`config.mk`:
```
export PLATFORM = sky130hd
export DESIGN_NAME = port_range_registry_flat
export DESIGN_NICKNAME = d
export VERILOG_FILES = /design/src/prr_pkg.sv /design/src/prr_req_if.sv /design/src/prr_rsp_if.sv /design/src/prr_ram.sv /design/src/port_range_registry.sv /design/src/flat_wrapper.sv
export SDC_FILE = /design/constraint.sdc
export NUM_CORES = 1
export LEC_CHECK = 0
export BUFFER_PORTS_ARGS = -buffer_cell sky130_fd_sc_hd__clkbuf_2
export CAP_MARGIN = 20
export CORE_ASPECT_RATIO = 0.7
export CORE_MARGIN = 2
export CORE_UTILIZATION = 55
export CTS_CLUSTER_DIAMETER = 120
export DETAILED_ROUTE_END_ITERATION = 8
export HOLD_SLACK_MARGIN = 0.08
export PLACE_DENSITY_LB_ADDON = 0.05
export REMOVE_ABC_BUFFERS = 1
export SYNTH_ARGS = -nofsm -noshare
export SYNTH_HDL_FRONTEND = slang
export SYNTH_SLANG_ARGS = --single-unit
export TNS_END_PERCENT = 10
```
`constraint.sdc`:
```
create_clock -name clock -period 3.9 [get_ports clock]
set_input_delay 0 -clock clock [delete_from_list [all_inputs] [get_ports clock]]
set_output_delay 0 -clock clock [all_outputs]
set_load 0.1 [all_outputs]
```
`src/prr_pkg.sv`:
```
// prr_pkg: types and constants shared by the port range registry files.
// No dependencies.
`default_nettype none
package prr_pkg;
   localparam int PORT_W   = 16;
   localparam int ACTION_W = 2;
   localparam int STATUS_W = 2;
   localparam int SLOT_W   = 4;

   typedef enum logic [ACTION_W-1:0] {
      ACT_CHECK      = 2'd0,
      ACT_REGISTER   = 2'd1,
      ACT_UNREGISTER = 2'd2
   } action_type;

   typedef enum logic [STATUS_W-1:0] {
      ST_OK        = 2'd0,
      ST_OVERLAP   = 2'd1,
      ST_FULL      = 2'd2,
      ST_NOT_FOUND = 2'd3
   } status_type;

   typedef enum logic [1:0] {
      S_IDLE,
      S_SCAN,
      S_FINISH
   } state_type;
endpackage
`default_nettype wire

```
`src/prr_req_if.sv`:
```
// prr_req_if: request channel of the port range registry (valid/ready).
// Depends on prr_pkg for field widths.
`default_nettype none
interface prr_req_if;
   logic                            valid;
   logic                            ready;
   logic [prr_pkg::ACTION_W-1:0]    action;
   logic [prr_pkg::PORT_W-1:0]      range_start;
   logic [prr_pkg::PORT_W-1:0]      range_end;

   modport source (output valid, output action, output range_start, output range_end,
                   input ready);
   modport sink   (input valid, input action, input range_start, input range_end,
                   output ready);
endinterface
`default_nettype wire

```
`src/prr_rsp_if.sv`:
```
// prr_rsp_if: result channel of the port range registry (valid/ready).
// Depends on prr_pkg for field widths.
`default_nettype none
interface prr_rsp_if;
   logic                            valid;
   logic                            ready;
   logic [prr_pkg::STATUS_W-1:0]    status;
   logic [prr_pkg::SLOT_W-1:0]      slot;

   modport source (output valid, output status, output slot, input ready);
   modport sink   (input valid, input status, input slot, output ready);
endinterface
`default_nettype wire

```
`src/prr_ram.sv`:
```
// prr_ram: generic simple dual-port RAM, one write and one registered read port.
// No dependencies.
`default_nettype none
module prr_ram #(
   parameter int WIDTH = 32,
   parameter int DEPTH = 16
) (
   input  wire logic                     clock,
   input  wire logic                     wr_en,
   input  wire logic [$clog2(DEPTH)-1:0] wr_addr,
   input  wire logic [WIDTH-1:0]         wr_data,
   input  wire logic                     rd_en,
   input  wire logic [$clog2(DEPTH)-1:0] rd_addr,
   output logic      [WIDTH-1:0]         rd_data
);
   logic [WIDTH-1:0] mem_ff [DEPTH];

   always_ff @(posedge clock) begin
      if (wr_en) begin
         mem_ff[wr_addr] <= wr_data;
      end
      if (rd_en) begin
         rd_data <= mem_ff[rd_addr];
      end
   end
endmodule
`default_nettype wire

```
`src/port_range_registry.sv`:
```
// port_range_registry: table of inclusive 16-bit port ranges with check,
// register and unregister. Depends on prr_pkg, prr_req_if, prr_rsp_if, prr_ram.
//
//   channel  dir  signals                                   notes
//   req_ch   in   valid ready action range_start range_end  one request at a time
//   rsp_ch   out  valid ready status slot                   one result per request
//
// A request runs in order: the accept cycle issues the first
// read, the range RAM then returns one slot per cycle, and a finish cycle
// writes back and loads the result register. Valid bits live in flops cleared
// by reset; no clearing pass. The finish waits while an earlier result is
// still held; a new request is taken while a result waits.
`default_nettype none
module port_range_registry #(
   parameter int TABLE_SLOTS = 16
) (
   input  wire logic clock,
   input  wire logic reset,
   prr_req_if.sink   req_ch,
   prr_rsp_if.source rsp_ch
);
   localparam int IDX_W  = $clog2(TABLE_SLOTS);
   localparam int PW     = prr_pkg::PORT_W;
   localparam int SW     = prr_pkg::SLOT_W;
   localparam logic [IDX_W-1:0] LAST_IDX = IDX_W'(TABLE_SLOTS - 1);

   prr_pkg::state_type state_ff, state_in;

   logic [TABLE_SLOTS-1:0]        valid_ff;
   logic [prr_pkg::ACTION_W-1:0]  action_ff;
   logic [PW-1:0]                 lo_ff, hi_ff;
   logic [IDX_W-1:0]              idx_ff;
   logic                          hit_ff, free_ff;
   logic [IDX_W-1:0]              hit_idx_ff, free_idx_ff;
   logic                          rsp_valid_ff;
   logic [prr_pkg::STATUS_W-1:0]  rsp_status_ff;
   logic [SW-1:0]                 rsp_slot_ff;

   logic                          accept, out_free, finish;
   logic [PW-1:0]                 req_lo, req_hi;
   logic [2*PW-1:0]               rd_data;
   logic [PW-1:0]                 ent_first, ent_last;
   logic                          ent_valid, match;
   logic [IDX_W-1:0]              rd_addr;
   logic                          wr_en;
   logic [SW+IDX_W-1:0]           hit_ext, free_ext;

   assign accept   = req_ch.valid && req_ch.ready;
   assign out_free = !rsp_valid_ff || rsp_ch.ready;
   assign req_lo   = (req_ch.range_start > req_ch.range_end) ? req_ch.range_end
                                                             : req_ch.range_start;
   assign req_hi   = (req_ch.range_start > req_ch.range_end) ? req_ch.range_start
                                                             : req_ch.range_end;

   assign ent_first = rd_data[2*PW-1:PW];
   assign ent_last  = rd_data[PW-1:0];
   assign ent_valid = valid_ff[idx_ff];
   assign match = (action_ff == prr_pkg::ACT_UNREGISTER)
                ? (ent_valid && ent_first == lo_ff && ent_last == hi_ff)
                : (ent_valid && lo_ff <= ent_last && ent_first <= hi_ff);

   assign hit_ext  = {{SW{1'b0}}, hit_idx_ff};
   assign free_ext = {{SW{1'b0}}, free_idx_ff};

   assign rd_addr = (state_ff == prr_pkg::S_IDLE) ? '0 : IDX_W'(idx_ff + 1'b1);
   assign wr_en   = finish && action_ff == prr_pkg::ACT_REGISTER && !hit_ff && free_ff;

   prr_ram #(
      .WIDTH (2 * PW),
      .DEPTH (TABLE_SLOTS)
   ) u_ranges (
      .clock   (clock),
      .wr_en   (wr_en),
      .wr_addr (free_idx_ff),
      .wr_data ({lo_ff, hi_ff}),
      .rd_en   (1'b1),
      .rd_addr (rd_addr),
      .rd_data (rd_data)
   );

   always_comb begin
      state_in     = state_ff;
      req_ch.ready = 1'b0;
      finish       = 1'b0;
      unique case (state_ff)
         prr_pkg::S_IDLE: begin
            req_ch.ready = 1'b1;
            if (req_ch.valid) begin
               state_in = prr_pkg::S_SCAN;
            end
         end
         prr_pkg::S_SCAN: begin
            if (idx_ff == LAST_IDX) begin
               state_in = prr_pkg::S_FINISH;
            end
         end
         prr_pkg::S_FINISH: begin
            if (out_free) begin
               finish   = 1'b1;
               state_in = prr_pkg::S_IDLE;
            end
         end
         default: state_in = prr_pkg::S_IDLE;
      endcase
   end

   always_ff @(posedge clock) begin
      if (reset) begin
         state_ff <= prr_pkg::S_IDLE;
      end else begin
         state_ff <= state_in;
      end
   end

   // scan bookkeeping
   always_ff @(posedge clock) begin
      if (accept) begin
         action_ff <= req_ch.action;
         lo_ff     <= req_lo;
         hi_ff     <= req_hi;
         idx_ff    <= '0;
         hit_ff    <= 1'b0;
         free_ff   <= 1'b0;
      end else if (state_ff == prr_pkg::S_SCAN) begin
         idx_ff <= IDX_W'(idx_ff + 1'b1);
         if (!hit_ff && match) begin
            hit_ff     <= 1'b1;
            hit_idx_ff <= idx_ff;
         end
         if (!free_ff && !ent_valid) begin
            free_ff     <= 1'b1;
            free_idx_ff <= idx_ff;
         end
      end
   end

   always_ff @(posedge clock) begin
      if (reset) begin
         valid_ff <= '0;
      end else if (finish) begin
         if (wr_en) begin
            valid_ff[free_idx_ff] <= 1'b1;
         end else if (action_ff == prr_pkg::ACT_UNREGISTER && hit_ff) begin
            valid_ff[hit_idx_ff] <= 1'b0;
         end
      end
   end

   always_ff @(posedge clock) begin
      if (reset) begin
         rsp_valid_ff <= 1'b0;
      end else if (finish) begin
         rsp_valid_ff <= 1'b1;
      end else if (rsp_ch.ready) begin
         rsp_valid_ff <= 1'b0;
      end
   end

   always_ff @(posedge clock) begin
      if (finish) begin
         case (action_ff)
            prr_pkg::ACT_CHECK: begin
               rsp_status_ff <= hit_ff ? prr_pkg::ST_OVERLAP : prr_pkg::ST_OK;
               rsp_slot_ff   <= hit_ff ? hit_ext[SW-1:0] : '0;
            end
            prr_pkg::ACT_REGISTER: begin
               if (hit_ff) begin
                  rsp_status_ff <= prr_pkg::ST_OVERLAP;
                  rsp_slot_ff   <= hit_ext[SW-1:0];
               end else if (!free_ff) begin
                  rsp_status_ff <= prr_pkg::ST_FULL;
                  rsp_slot_ff   <= '0;
               end else begin
                  rsp_status_ff <= prr_pkg::ST_OK;
                  rsp_slot_ff   <= free_ext[SW-1:0];
               end
            end
            prr_pkg::ACT_UNREGISTER: begin
               rsp_status_ff <= hit_ff ? prr_pkg::ST_OK : prr_pkg::ST_NOT_FOUND;
               rsp_slot_ff   <= hit_ff ? hit_ext[SW-1:0] : '0;
            end
            default: begin
               rsp_status_ff <= prr_pkg::ST_OK;
               rsp_slot_ff   <= '0;
            end
         endcase
      end
   end

   assign rsp_ch.valid  = rsp_valid_ff;
   assign rsp_ch.status = rsp_status_ff;
   assign rsp_ch.slot   = rsp_slot_ff;
endmodule
`default_nettype wire

```
`src/flat_wrapper.sv`:
```
// flat-port wrapper written by rule: the top's interface ports become plain ports
module port_range_registry_flat 
#(
   parameter int TABLE_SLOTS = 16
)
  (clock, reset, req_ch_valid, req_ch_action, req_ch_range_start, req_ch_range_end, req_ch_ready, rsp_ch_valid, rsp_ch_status, rsp_ch_slot, rsp_ch_ready);
  prr_req_if req_ch_i ();
  prr_rsp_if rsp_ch_i ();
  input  wire logic clock;
  input  wire logic reset;
  input wire logic [$bits(req_ch_i.valid)-1:0] req_ch_valid;
  input wire logic [$bits(req_ch_i.action)-1:0] req_ch_action;
  input wire logic [$bits(req_ch_i.range_start)-1:0] req_ch_range_start;
  input wire logic [$bits(req_ch_i.range_end)-1:0] req_ch_range_end;
  output wire logic [$bits(req_ch_i.ready)-1:0] req_ch_ready;
  output wire logic [$bits(rsp_ch_i.valid)-1:0] rsp_ch_valid;
  output wire logic [$bits(rsp_ch_i.status)-1:0] rsp_ch_status;
  output wire logic [$bits(rsp_ch_i.slot)-1:0] rsp_ch_slot;
  input wire logic [$bits(rsp_ch_i.ready)-1:0] rsp_ch_ready;
  assign req_ch_i.valid = req_ch_valid;
  assign req_ch_i.action = req_ch_action;
  assign req_ch_i.range_start = req_ch_range_start;
  assign req_ch_i.range_end = req_ch_range_end;
  assign req_ch_ready = req_ch_i.ready;
  assign rsp_ch_valid = rsp_ch_i.valid;
  assign rsp_ch_status = rsp_ch_i.status;
  assign rsp_ch_slot = rsp_ch_i.slot;
  assign rsp_ch_i.ready = rsp_ch_ready;
  port_range_registry #(.TABLE_SLOTS(TABLE_SLOTS)) u_core (.clock(clock), .reset(reset), .req_ch(req_ch_i), .rsp_ch(rsp_ch_i));
endmodule
```
==> impl.org, run 1 <==
** Status
- Status :: finished, final reports clean

** Global route
- Global-route wire length before repair :: 93,100 µm
- Vias in the first global route :: 14,400
- The number of antenna violations at the first check in global routing came to 2.
- Summed over all layers, the global routing overflow is 0.
- Entering global routing, the biggest net connects 85 pins.
- Global routing consumed, over all layers together, 26.9% of the routing resources.

** Clocking
- Clock latency on the worst-skew pair, taken at its later pin, is 600 ps.
- # Post-CTS Setup Buffers :: 0
- TritonCTS built the clock tree.
- In this run the deepest clock path goes through 3 buffers.
- Post-cts gate resize count :: 0
- After clock tree synthesis, the clock-pin slew on the worst setup and hold paths is 60 ps.
- H-tree level count :: 2
- Clock Root Buffer :: clkbuf_16
- The clock net in this run drives a total of 617 sinks.
- Number of buffers created by CTS :: 57
- CTS Hold Bufs :: 54

** Route
- In the final routed layout, each cell accounts on average for 26.6 µm.
- First-pass iteration count of the detailed router :: 5
- 1st-iter DRT viols :: 1,332
- Number of remaining DRC errors :: 0
- Once detail routing completed, the nets flagged for antenna violations numbered 0.
- After detailed routing, the total wire length is 62,500 µm.
- After detailed routing, the number of vias per cell comes to 6.13.
- Detailed-route via count :: 14,400

** Flow run
- Max-cap violation count :: 0

** Setup path
- Crit path required time :: 4130 ps
- Data arrives at the worst endpoint at 3630 ps.
- Setup slack of the worst register-to-register path :: 500 ps
- Reg-to-reg critical path endpoint :: u_core.hit_idx_ff[3]$_DFFE_PP_
- STA classifies the critical path endpoint as a flop.
- The setup path with the least slack is of type reg2reg.
- Source of the worst register-to-register timing path :: u_core.hi_ff[10]$_DFFE_PP_
- Tracing the worst setup path back leads to its startpoint at u_core.hi_ff[10]$_DFFE_PP_.
- FF-to-FF path depth :: 8
- Startpoint Class :: flop
- Peak fanout along the critical path :: 18

** Yosys
- Synthesis instantiated 56 different standard cells from the library.
- In this run the cell area of the synthesized design comes to 25,000 µm².
- For this run, asynchronously set or reset flops after synthesis account for 0%.
- Count of state elements after synthesis :: 617
- Synthesis produced a netlist whose cell count is 1,558.
- For this run, the leading register cell type out of synthesis is edfxtp_1.
- In this run, synthesis inferred 560 flip-flops with an integrated enable.
- Sequential element share of the synthesized area :: 71.7%
- For this run, the number of Yosys warnings is 0.
- Average instance area after synthesis :: 16.1 µm²

** Placement
- HPWL reported at the end of detailed placement :: 34,700 µm
- Routability-driven placement finished with a final weighted congestion of 0.810.
- Area of placed instances :: 26,600 µm²
- Placement Setup Slack :: 508 ps
- Total of buffers placed on input and output ports :: 45

** Floorplanning
- Once the floorplan was initialized, standard cells occupied 55.7% of the core.
- The initialized floorplan defines 65 standard-cell rows.
- The die is 259 µm wide.
- Core box area :: 45,000 µm²
- Ports placed on the boundary :: 46
- The floorplan step defined a die boundary enclosing 47,300 µm².
- The die is 182 µm tall.

** Timing
- The routed design could run at a clock period as short as 3400 ps.
- Worst Tran Pin Value :: 1090 ps
- Final setup slack of the worst path :: 503 ps
- The worst pin sits at a relative slew slack of 26.9%.
- The final-report max-slew violation count is 0.
- Clock Skews :: 16.8 ps
- Achievable frequency :: 294 MHz
- Setup repair after global routing left no endpoint under its margin.
- Ratio of final minimum period to clock period :: 87.1%
- Final count of negative-setup-slack endpoints :: 0
- The number of endpoints with negative hold slack in the final report is 0.

** Min path
- The worst hold path begins at req_ch_action[0].
- The tightest min-delay check is of the in2reg type.
- WHS Path Cells :: 2
- For hold timing, the worst endpoint is u_core.action_ff[0]$_DFFE_PP_.

** Pwr
- Worst-case vdd ir drop :: 426 µV
- Cell Pwr Density :: 501 nW/µm²
- The analysis attributes to cell leakage a power of 0.00959 µW.

** Finish
- Ant diodes :: 0
- Proportion of layout cells with a drive suffix above 1 :: 18.9%
- Leaving out fill and tap cells, the most frequent cell in the layout is edfxtp_1.
- In the final layout, flip-flops and latches occupy 18,000 µm².
- Multi-input gate area in the final layout :: 6650 µm²
- Most used cells in the layout excluding fill and tap cells :: 560 x edfxtp_1, 143 x nand2_1, 107 x a211oi_1
- Final Cell Area :: 29,000 µm²
- The layout has 3,215 filler cells.
- Layout overhead on the synthesized area :: 15.7%
- Final nets :: 1,787
## critical path, stage by stage (launching register included)
cell	delay [ps]
edfxtp_1	750
inv_1	100
ha_1	300
and2_1	170
a221o_1	290
a221oi_1	420
nor2_1	80
a221o_1	370
a211oi_1	550
## synth_stat cells (2+ instances only)
| library cell | instances | share of area [%] |
|---|---|---|
| edfxtp_1 | 560 | 67 |
| dfxtp_1 | 57 | 4.6 |
| clkbuf_1 | 46 | 0.69 |
| ha_1 | 49 | 2.4 |
| nand2_1 | 143 | 2.1 |
| nor3_1 | 14 | 0.28 |
| nand2b_1 | 5 | 0.12 |
| a21oi_1 | 87 | 1.7 |
| a31oi_1 | 4 | 0.10 |
| o211ai_1 | 3 | 0.090 |
| a211oi_1 | 107 | 3.2 |
| nand4_1 | 10 | 0.25 |
| nor4_1 | 6 | 0.15 |
| buf_2 | 32 | 0.64 |
| xor2_1 | 18 | 0.63 |
| nor2b_1 | 8 | 0.20 |
| and2_1 | 63 | 1.6 |
| nand3_1 | 9 | 0.18 |
| buf_1 | 7 | 0.10 |
| and2_0 | 2 | 0.050 |
| mux2_2 | 32 | 1.4 |
| mux4_2 | 69 | 6.2 |
| a22o_1 | 7 | 0.24 |
| nor3b_1 | 2 | 0.060 |
| a221o_1 | 2 | 0.080 |
| o21ai_0 | 5 | 0.10 |
| and4_1 | 3 | 0.10 |
| a311oi_1 | 68 | 2.4 |
| a21o_1 | 6 | 0.18 |
| inv_1 | 53 | 0.79 |
| xnor2_1 | 15 | 0.52 |
| or3_1 | 2 | 0.050 |
| nor2_1 | 35 | 0.52 |
| o21a_1 | 6 | 0.18 |
| o21bai_1 | 2 | 0.060 |
## per-layer routing
layer	vias to the layer above	track usage (%)	routed length (µm)
met5	-	0	0
met4	0	6.17	1170
met3	92	4.82	4460
met2	531	41.5	28800
met1	7370	40.5	28000
li1	6426	-	-
## worst max-delay path by stage
stage | end | slack (ps) | cells after the start
finish | u_core.hit_idx_ff[3]$_DFFE_PP_ | 500 | 8
global route | u_core.hit_idx_ff[3]$_DFFE_PP_ | 320 | 7
CTS | u_core.hit_idx_ff[3]$_DFFE_PP_ | 500 | 7
detailed placement | u_core.hit_idx_ff[1]$_DFFE_PP_ | 510 | 7
global placement | u_core.hit_idx_ff[1]$_DFFE_PP_ | 580 | 7
floorplan | u_core.u_ranges.rd_data[0]$_DFF_P_ | -8900 | 6
## layout make-up
cell class / count / share of cell area [%]
timing repair buffer: 170 / 5.26
sequential: 617 / 62.0
tap: 603 / 2.61
clock buffer: 82 / 5.79
clock inverter: 26 / 0.635
multi-input combinational: 801 / 23.0
inverter: 53 / 0.687
## registers in the layout, indices dropped and copies added, names as in the netlist, 4 cells and up
signal,count
u_core.free_idx_ff,4
u_core.hi_ff,16
u_core.hit_idx_ff,4
u_core.idx_ff,4
u_core.lo_ff,16
u_core.rsp_ch.slot,4
u_core.u_ranges.mem_ff,512
u_core.u_ranges.rd_data,32
u_core.valid_ff,16
## power by group
part	internal, µW	switching [µW]
Clock	3120	2380
Sequential	7360	163
Combinational	630	843
Total	11100	3390
## logic make-up after synthesis
family	count (synthesis)	share of synthesized area, %
DFF	617	71.7
and+or+nand+nor	311	6.00
AOI/OAI and AO/OA	306	8.67
buffers and inverters	140	2.30
muxes	102	7.69
adders and majority gates	49	2.45
xor gates and xnor gates	33	1.15
## metrics by stage
step | total power, µW | TNS [ps] | hold slack [ps] | instances | util, %
floorplan | 8570 | -339870 | 72.1 | 1471 | -
global placement | 9060 | 0 | 176 | 2190 | 59.0
detailed placement | 9070 | 0 | 180 | 2190 | 59.0
CTS | 14600 | 0 | 98.4 | 2352 | 64.4
global route | 15000 | 0 | 93.9 | 2352 | 64.4
finish | 14500 | 0 | 115 | 2352 | 64.4
No activity file was read; power rests on OpenSTA's default activity.
==> inputs of run 2 (changes only) <==
--- a/config.mk
+++ b/config.mk
@@ -5,6 +5,7 @@
 export SDC_FILE = /design/constraint.sdc
 export NUM_CORES = 1
 export LEC_CHECK = 0
+export ABC_AREA = 1
 export BUFFER_PORTS_ARGS = -buffer_cell sky130_fd_sc_hd__clkbuf_2
 export CAP_MARGIN = 20
 export CORE_ASPECT_RATIO = 0.7
==> impl.org, run 2 <==
** Setup path
- Critical-path top delay cell :: dlygate4sd3_1 (was edfxtp_1)
- The category of the most critical setup path was in2reg (was reg2reg).
- Number of cells on the critical path :: 15 (was 8)
- The top cell family by delay on the critical path was buffers and inverters (was compound AO/OA/AOI/OAI gates).
- The sort of element at the end of the critical path was a flop (unchanged).
- Crit path required time :: 4250 ps (was 4130 ps)
- The maximum fanout along the worst path is 24 (was 18).
- The reg-to-reg critical path startpoint is u_core.state_ff[1]$_SDFFE_PP0P_ (was u_core.hi_ff[10]$_DFFE_PP_).
- Reg-to-reg critical path endpoint :: u_core.u_ranges.mem_ff[15][28]$_DFFE_PP_ (was u_core.hit_idx_ff[3]$_DFFE_PP_)
- Max stage delay on crit path :: 580 ps (was 750 ps)
- Most common cell type on the critical path :: nand2_1 (was a221o_1)
- FF-to-FF path depth :: 7 (was 8)
- Total buffers and inverters traversed by the critical path :: 6 (was 1)
- The critical path data arrival time came to 3220 ps (was 3630 ps).
- Setup slack of the worst register-to-register path :: 1030 ps (was 500 ps)
- Startpoint Class :: input pin (was flop)
- List of cells traversed by the critical path: dlygate4sd3_1 -> clkbuf_2 -> inv_1 -> ha_1 -> nand2_1 -> inv_1 -> nand3_1 -> nor3_1 -> o21ai_0 -> nand4_1 -> nand2_1 -> buf_16 -> nand2_1 -> nand2_1 -> dlygate4sd3_1 (was inv_1 -> ha_1 -> and2_1 -> a221o_1 -> a221oi_1 -> nor2_1 -> a221o_1 -> a211oi_1).

** Pwr
- The leakage power was 0.0106 µW (was 0.00959 µW).
- Cell Pwr Density :: 558 nW/µm² (was 501 nW/µm²)
- The total power draw was 16,300 µW (was 14,500 µW).
- The worst-case vdd ir drop is 415 µV (was 426 µV).

** Yosys
- Post-synth top area share :: 65.7% (was 67.2%)
- The mean post-synth cell area was 12.0 µm² (was 16.1 µm²).
- Async set-or-reset flop fraction in the synthesized netlist :: 0% (unchanged)
- Count of state elements after synthesis :: 617 (unchanged)
- Largest cells by area after synthesis: edfxtp_1 66%, nor2_1 8.0%, dfxtp_1 4.5%, o311ai_1 3.5%, nand2_1 2.8% (was edfxtp_1 67%, mux4_2 6.2%, dfxtp_1 4.6%, a211oi_1 3.2%, ha_1 2.4%).
- Cell area after synthesis :: 25,600 µm² (was 25,000 µm²)
- The count of flip-flops with a built-in enable after synthesis was 560 (unchanged).
- The most frequent cell after synthesis was edfxtp_1 (unchanged).
- Synth cell types :: 38 (was 56)
- The most used flip-flop cell after synthesis is edfxtp_1 (unchanged).
- Synth area leader :: edfxtp_1 (unchanged)
- The count of yosys warnings during synthesis was 0 (unchanged).
- Leading cell types by count after synthesis :: 560 x edfxtp_1, 546 x nor2_1, 189 x nand2_1 (was 560 x edfxtp_1, 143 x nand2_1, 107 x a211oi_1)
- Sequential element share of the synthesized area :: 70.2% (was 71.7%)
- The synthesized instance count was 2,134 (was 1,558).

** Global route
- Global-route wire length before repair :: 103,000 µm (was 93,100 µm)
- The global routing met2 resource utilization came to 46.0% (was 41.5%).
- Global routing usage on met1 :: 41.6% (was 40.5%)
- The maximum number of pins on one net before global-route repair was 120 (was 85).
- The global-route total usage across every layer was 28.8% (was 26.9%).
- Vias in the first global route :: 16,900 (was 14,400)
- Met3 layer usage reported by global route :: 4.11% (was 4.82%)
- The number of antenna violations at the first check in global routing came to 0 (was 2).
- Overall overflow remaining after global route :: 0 (unchanged)
- Most Used Layer, Global Route :: met2 (unchanged)

** Floorplanning
- Ports placed on the boundary :: 46 (unchanged)
- Core box area :: 46,200 µm² (was 45,000 µm²)
- The initial core utilization is 55.4% (was 55.7%).
- The number of placement rows was 66 (was 65).
- Die width :: 262 µm (was 259 µm)
- The chip height came to 184 µm (was 182 µm).
- Area of the die :: 48,300 µm² (was 47,300 µm²)

** Placement
- The count of input and output buffers is 45 (unchanged).
- Final Wtd Congestion :: 0.866 (was 0.810)
- Area of placed instances :: 26,700 µm² (was 26,600 µm²)
- HPWL reported at the end of detailed placement :: 39,200 µm (was 34,700 µm)

** Timing
- Final count of negative-setup-slack endpoints :: 0 (unchanged)
- The period utilization is 73.7% (was 87.1%).
- RSZ-0062 raised after global routing :: false (unchanged)
- Normalized max-slew margin :: 35.0% (was 26.9%)
- The final critical delay including setup and external delays came to 2870 ps (was 3400 ps).
- The worst clock skew is 19.9 ps (was 16.8 ps).
- Achievable frequency :: 348 MHz (was 294 MHz)
- Count of pins over their slew limit :: 0 (unchanged)
- Final hold vios :: 0 (unchanged)
- The transition at the pin with the smallest max-transition slack was 976 ps (was 1090 ps).

** Finish
- FILL cells :: 3,579 (was 3,215)
- Most used cells in the layout excluding fill and tap cells: 560 x edfxtp_1, 532 x nor2_1, 189 x nand2_1 (was 560 x edfxtp_1, 143 x nand2_1, 107 x a211oi_1).
- Fin util :: 63.2% (was 64.4%)
- The number of nets in the layout was 2,330 (was 1,787).
- Most frequent standard cell in the layout excluding fill and tap cells :: edfxtp_1 (unchanged)
- Final Cell Area :: 29,200 µm² (was 29,000 µm²)
- Ant diodes :: 0 (unchanged)
- The flip-flop count of the largest register, all copies and words added came to 512 (unchanged).
- Largest registers: u_core.u_ranges.mem_ff x512, u_core.u_ranges.rd_data x32 (unchanged).
- The layout cell share with drive strength beyond 1 was 9.92% (was 18.9%).
- Most flops, register :: u_core.u_ranges.mem_ff (unchanged)
- Layout overhead on the synthesized area :: 14.1% (was 15.7%)

** Min path
- The startpoint of the worst hold path was req_ch_action[0] (unchanged).
- The endpoint of the worst hold path was u_core.action_ff[0]$_DFFE_PP_ (unchanged).
- WHS Path Cells :: 2 (unchanged)
- The type of the tightest min-delay check was in2reg (unchanged).

** Clocking
- Clock Root Buffer :: clkbuf_16 (unchanged)
- CTS tree :: done (unchanged)
- Clock transition at the registers of the reported paths :: 70 ps (was 60 ps)
- The worst-case clock buffer depth was 3 (unchanged).
- The number of cells upsized or downsized after cts was 0 (unchanged).
- The clock latency on the worst-skew pair came to 610 ps (was 600 ps).
- Clk sink count :: 617 (unchanged)
- The number of H-tree branching levels came to 2 (unchanged).
- The total clock buffers created by CTS was 57 (unchanged).

** Route
- Via count normalized by instance count :: 5.91 (was 6.13)
- Final wirelength :: 68,200 µm (was 62,500 µm)
- The final routed wire length divided by cell count is 23.5 µm (was 26.6 µm).
- Detailed-route via count :: 17,100 (was 14,400)
- Detail Route Antenna Nets :: 0 (unchanged)
- First-pass iteration count of the detailed router :: 5 (unchanged)
- The starting DRC count in detailed routing is 2,042 (was 1,332).
- The count of unresolved DRC violations after routing was 0 (unchanged).

** Flow run
- Max-cap violation count :: 0 (unchanged)

** Status
- Status :: finished, final reports clean (unchanged)
[run 2: changes by cell type after synthesis, sizes merged, moves of 51 or more]
cell	before	now
a311oi	68	0
a211oi	108	0
inv	53	104
mux4	69	0
nor2	36	552
o21ai	5	163
and2	66	0
o311ai	0	106
nand3	9	92
[run 2: kinds of logic (layout without fill, tap and decap cells)]
logic type	Yosys count	count (layout)	share of synthesized area, %
flip-flops	617	617	70.2
AO/OA/AOI/OAI	378	378	9.68
XOR/XNOR	14	14	0.479
buffers and inverters	218	373	3.72
adder cells (fa/ha/maj)	49	49	2.40
AND/OR/NAND/NOR	858	858	13.5
[run 2: per-stage QoR]
step | setup slack (ps) | setup TNS [ps] | hold WS (ps) | cells
after global routing | 827 | 0 | 116 | 2901
after global placement | 1070 | 0 | 182 | 2741
final | 1030 | 0 | 129 | 2901
after floorplan | -325 | -9220 | 69.1 | 2020
after CTS | 1000 | 0 | 103 | 2901
after detailed placement | 1020 | 0 | 179 | 2742
[run 2: worst max-delay path by stage]
stage	start	to	slack [ps]
6_report	req_ch_range_end[15]	u_core.lo_ff[3]$_DFFE_PP_	1030
3_5_place_dp	u_core.state_ff[1]$_SDFFE_PP0P_	u_core.u_ranges.mem_ff[14][3]$_DFFE_PP_	1020
4_1_cts	u_core.state_ff[1]$_SDFFE_PP0P_	u_core.u_ranges.mem_ff[15][19]$_DFFE_PP_	1000
5_1_grt	u_core.idx_ff[0]$_SDFFE_PP0P_	u_core.u_ranges.rd_data[12]$_DFF_P_	830
3_3_place_gp	u_core.state_ff[1]$_SDFFE_PP0P_	u_core.u_ranges.mem_ff[15][2]$_DFFE_PP_	1070
2_1_floorplan	u_core.idx_ff[0]$_SDFFE_PP0P_	u_core.u_ranges.rd_data[16]$_DFF_P_	-330
[run 2: area by class of cell]
cell class / count / area (µm²) / share of cell area [%]
Clock buffer: 78 / 1610 / 5.51
Sequential cell: 617 / 18000 / 61.5
Inverter: 104 / 400 / 1.37
Multi-Input combinational cell: 1299 / 6780 / 23.2
Tap cell: 612 / 766 / 2.62
Timing Repair Buffer: 164 / 1350 / 4.62
Clock inverter: 27 / 318 / 1.09
[run 2: report_power, final]
part	leakage (µW)	internal (µW)	total (µW)	switching (µW)
sequential	0.00554	7520	7830	304
clock	0.000938	3340	5750	2420
combinational	0.00408	867	2710	1840
total	0.0106	11700	16300	4560
[run 2: layer usage]
layer / wire length [µm] / vias up
li1: - / 7895
met1: 30200 / 8481
met2: 31900 / 646
met3: 4550 / 110
met4: 1660 / 0
met5: 0 / -
[run 2: what timing repair did]
action	CTS	global route
setup endpoints to repair	0	0
hold buffers	54	0
buffers inserted	0	0
hold endpoints to repair	64	0
==> inputs of run 3 (changes only) <==
--- a/config.mk
+++ b/config.mk
@@ -5,7 +5,7 @@
 export SDC_FILE = /design/constraint.sdc
 export NUM_CORES = 1
 export LEC_CHECK = 0
-export ABC_AREA = 1
+export ABC_AREA = 0
 export BUFFER_PORTS_ARGS = -buffer_cell sky130_fd_sc_hd__clkbuf_2
 export CAP_MARGIN = 20
 export CORE_ASPECT_RATIO = 0.7
==> constraint.sdc (replaced) <==
create_clock -name clock -period 2.3 [get_ports clock]
set_input_delay 0 -clock clock [delete_from_list [all_inputs] [get_ports clock]]
set_output_delay 0 -clock clock [all_outputs]
set_load 0.1 [all_outputs]
==> impl.org, run 3 (synthesis gave the netlist of run 1 again) <==
** Setup path
- The maximum fanout along the worst path came to 4 (was 24).
- The number of cells on the worst reg-to-reg path is 8 (was 7).
- The worst-case register-to-register setup slack came to -470 ps (was 1030 ps).
- Setup CP Type :: reg2reg (was in2reg)
- Source of the worst register-to-register timing path :: u_core.lo_ff[12]$_DFFE_PP_ (was u_core.state_ff[1]$_SDFFE_PP0P_)
- The critical path data arrival time was 3070 ps (was 3220 ps).
- Crit path required time :: 2600 ps (was 4250 ps)
- The sort of element at the end of the critical path is a flop (unchanged).
- The startpoint type of the worst setup path is a flop (was input pin).
- Reg-to-reg critical path endpoint :: u_core.hit_idx_ff[1]$_DFFE_PP_ (was u_core.u_ranges.mem_ff[15][28]$_DFFE_PP_)

** Finish
- Largest registers :: u_core.u_ranges.mem_ff x512, u_core.u_ranges.rd_data x32 (unchanged)
- The number of nets in the layout came to 1,905 (was 2,330).
- The total area of multi-input combinational cells was 6930 µm² (was 6780 µm²).
- Final Cell Area :: 30,600 µm² (was 29,200 µm²)
- Register area :: 18,000 µm² (about the same)
- Most frequent standard cell in the layout excluding fill and tap cells :: edfxtp_1 (unchanged)
- The final cell count without fillers is 2,469 (was 2,901).
- Layout overhead on the synthesized area :: 22.2% (was 14.1%)
- Most used cells in the layout excluding fill and tap cells: 560 x edfxtp_1, 146 x buf_4, 143 x nand2_1 (was 560 x edfxtp_1, 532 x nor2_1, 189 x nand2_1).
- The register ranked first by flip-flop count is u_core.u_ranges.mem_ff (unchanged).
- FILL cells :: 3,026 (was 3,579)
- The flip-flop count of the largest register, all copies and words added is 512 (unchanged).
- Proportion of layout cells with a drive suffix above 1 :: 27.1% (was 9.92%)

** Global route
- The maximum number of pins on one net before global-route repair was 57 (was 120).
- Global Route Usage Sum :: 27.2% (was 28.8%)
- The leftover overflow at the end of global routing was 0 (unchanged).
- Antenna violations before repair :: 2 (was 0)
- The wire length of the first global-routing pass came to 93,500 µm (was 103,000 µm).
- Vias in the first global route :: 14,500 (was 16,900)

** Placement
- Final Wtd Congestion :: 0.870 (was 0.866)
- Count of placed standard cells including taps :: 2,303 (was 2,742)
- The count of input and output buffers is 45 (unchanged).
- The area of placed instances is 27,700 µm² (was 26,700 µm²).
- The estimated wirelength of the detail-placed design was 38,900 µm (was 39,200 µm).

** Timing
- Final hold vios :: 0 (unchanged)
- The final critical-path setup slack was -470 ps (was 1030 ps).
- Clock Skews :: 17.2 ps (was 19.9 ps)
- Worst Tran Pin Value :: 610 ps (was 976 ps)
- The setup violation total in the final timing report came to 6 (was 0).
- The smallest clock period supported by the final layout is computed as 2770 ps.
- Achievable frequency :: 361 MHz
- The relative slew slack came to 59.0% (was 35.0%).
- Worst hold slack :: 141 ps (was 129 ps)
- The final-report max-slew violation count is 0 (unchanged).
- The worst path uses 120% of the clock period.
- RSZ-0062 raised after global routing: true (was false).

** Floorplanning
- The placeable core area was 45,000 µm² (was 46,200 µm²).
- The initial core utilization is 55.7% (was 55.4%).
- Ports placed on the boundary :: 46 (unchanged)
- The chip height came to 182 µm (was 184 µm).
- The number of placement rows is 65 (was 66).
- The total die area is 47,300 µm² (was 48,300 µm²).
- Die width :: 259 µm (was 262 µm)

** Clocking
- The clock latency on the worst-skew pair came to 600 ps (was 610 ps).
- The clock transition time at the flip-flop clock pins of the worst setup and hold paths came to 60 ps (was 70 ps).
- The cell at the root of the clock tree was clkbuf_16 (unchanged).
- The total clock buffers created by CTS is 56 (was 57).
- The CTS sink count is 617 (unchanged).
- The worst-case clock buffer depth was 3 (unchanged).
- The number of H-tree branching levels was 2 (unchanged).
- The clock tree from TritonCTS is done (unchanged).

** Route
- Average wire length per cell after detail routing :: 26.0 µm (was 23.5 µm)
- The routed wire length is 64,100 µm (was 68,200 µm).
- Detail Route Antenna Nets :: 0 (unchanged)
- First-pass iteration count of the detailed router :: 6 (was 5)
- The average via count per standard cell came to 6.05 (was 5.91).
- The number of vias in the routed layout came to 14,900 (was 17,100).
- The starting DRC count in detailed routing was 1,712 (was 2,042).
- Number of remaining DRC errors :: 0 (unchanged)

** Status
- Failing checks :: setup timing
- Status: finished, violations left (was finished, final reports clean).

** Min path
- The type of the tightest min-delay check is in2reg (unchanged).
- WHS Path Cells :: 2 (unchanged)
- Hold-critical path endpoint :: u_core.action_ff[0]$_DFFE_PP_ (unchanged)
- The startpoint of the worst hold path is req_ch_action[0] (unchanged).

** Pwr
- Power share of the sequential group :: 50.2% (was 48.0%)
- Share of total power in combinational logic :: 12.6% (was 16.6%)
- Power Total :: 25,100 µW (was 16,300 µW)
- Worst-case vdd ir drop :: 667 µV (was 415 µV)
- The leakage power is 0.0104 µW (was 0.0106 µW).
- The switching portion of total power came to 23.4% (was 28.0%).
- Cell Pwr Density :: 822 nW/µm² (was 558 nW/µm²)
- Internal power consumption :: 19,300 µW (was 11,700 µW)
- Part of the total power dissipated in the clock network :: 37.2% (was 35.3%)
- The net switching power figure came to 5870 µW (was 4560 µW).

** Flow run
- Max-cap violation count :: 0 (unchanged)
## run 3: cell count changes in the layout (fill, tap and decap cells not counted), sizes merged, moves of 46 or more
cell	change
a211oi	+108
nor2	-516
o311ai	-106
inv	-49
nand3	-83
nand2	-46
and2	+66
buf	+139
o21ai	-158
a311oi	+68
mux4	+69
## run 3: final cells by class
class                           instances  area share (%)
Sequential cell                       617            58.7
Multi-Input combinational cell        801            22.6
Timing Repair Buffer                  289            9.48
Clock buffer                           78            5.15
Tap cell                              603            2.47
Clock inverter                         27           0.888
Inverter                               53           0.650
Antenna cell                            1         0.00818
## run 3: worst max-delay path by stage
stage / cells past startpoint / slack [ps] / end / startpoint
floorplan: 6 / -10500 / u_core.u_ranges.rd_data[0]$_DFF_P_ / u_core.idx_ff[0]$_SDFFE_PP0P_
global placement: 8 / -550 / u_core.hit_idx_ff[2]$_DFFE_PP_ / u_core.lo_ff[13]$_DFFE_PP_
detailed placement: 8 / -600 / u_core.hit_idx_ff[2]$_DFFE_PP_ / u_core.lo_ff[9]$_DFFE_PP_
CTS: 8 / -500 / u_core.hit_idx_ff[1]$_DFFE_PP_ / u_core.lo_ff[15]$_DFFE_PP_
global route: 8 / -600 / u_core.hit_idx_ff[0]$_DFFE_PP_ / u_core.lo_ff[12]$_DFFE_PP_
finish: 8 / -470 / u_core.hit_idx_ff[1]$_DFFE_PP_ / u_core.lo_ff[12]$_DFFE_PP_
## run 3: critical path, stage by stage, from the launching register on
cell and delay [ps]:
edfxtp_1 400, ha_1 300, nand4_1 140, nor3_1 70
or4_1 480, or3_1 320, a221o_1 420, a211oi_2 190
buf_4 160
## run 3: through the flow
| step | util, % | worst slack [ps] | TNS, ps |
|---|---|---|---|
| CTS | 67.4 | -497 | -2270 |
| detailed placement | 61.7 | -603 | -3460 |
| finish | 68.0 | -470 | -2140 |
| global placement | 61.7 | -551 | -2580 |
| global route | 68.0 | -605 | -3020 |
| floorplan | - | -10500 | -1046640 |
## run 3: layer usage
layer	part of all wire, %	vias to the layer above	wire length (µm)	GRT usage, %
li1	-	6660	-	-
met3	7.9	91	5060	4.85
met5	0	-	0	0
met4	1.9	0	1240	6.03
met2	46	601	29300	41.0
met1	44	7583	28500	41.7
## run 3: what timing repair did
action                                 CTS  global route
resized for setup                       25            45
cloned                                   3             3
endpoints found under the hold margin   99             0
setup buffers                            9            10
setup endpoints to repair               68           200
pin swaps                               13            24
hold buffers                            38             0
## run 3: power groups by stage
stage                     clock (µW)  sequential (µW)  combinational [µW]
after global placement             0            12800                2800
final                           9340            12600                3170
after floorplan                    0            13000                1540
after CTS                       9460            12600                3010
after global routing            9970            12600                3420
after detailed placement           0            12900                2820
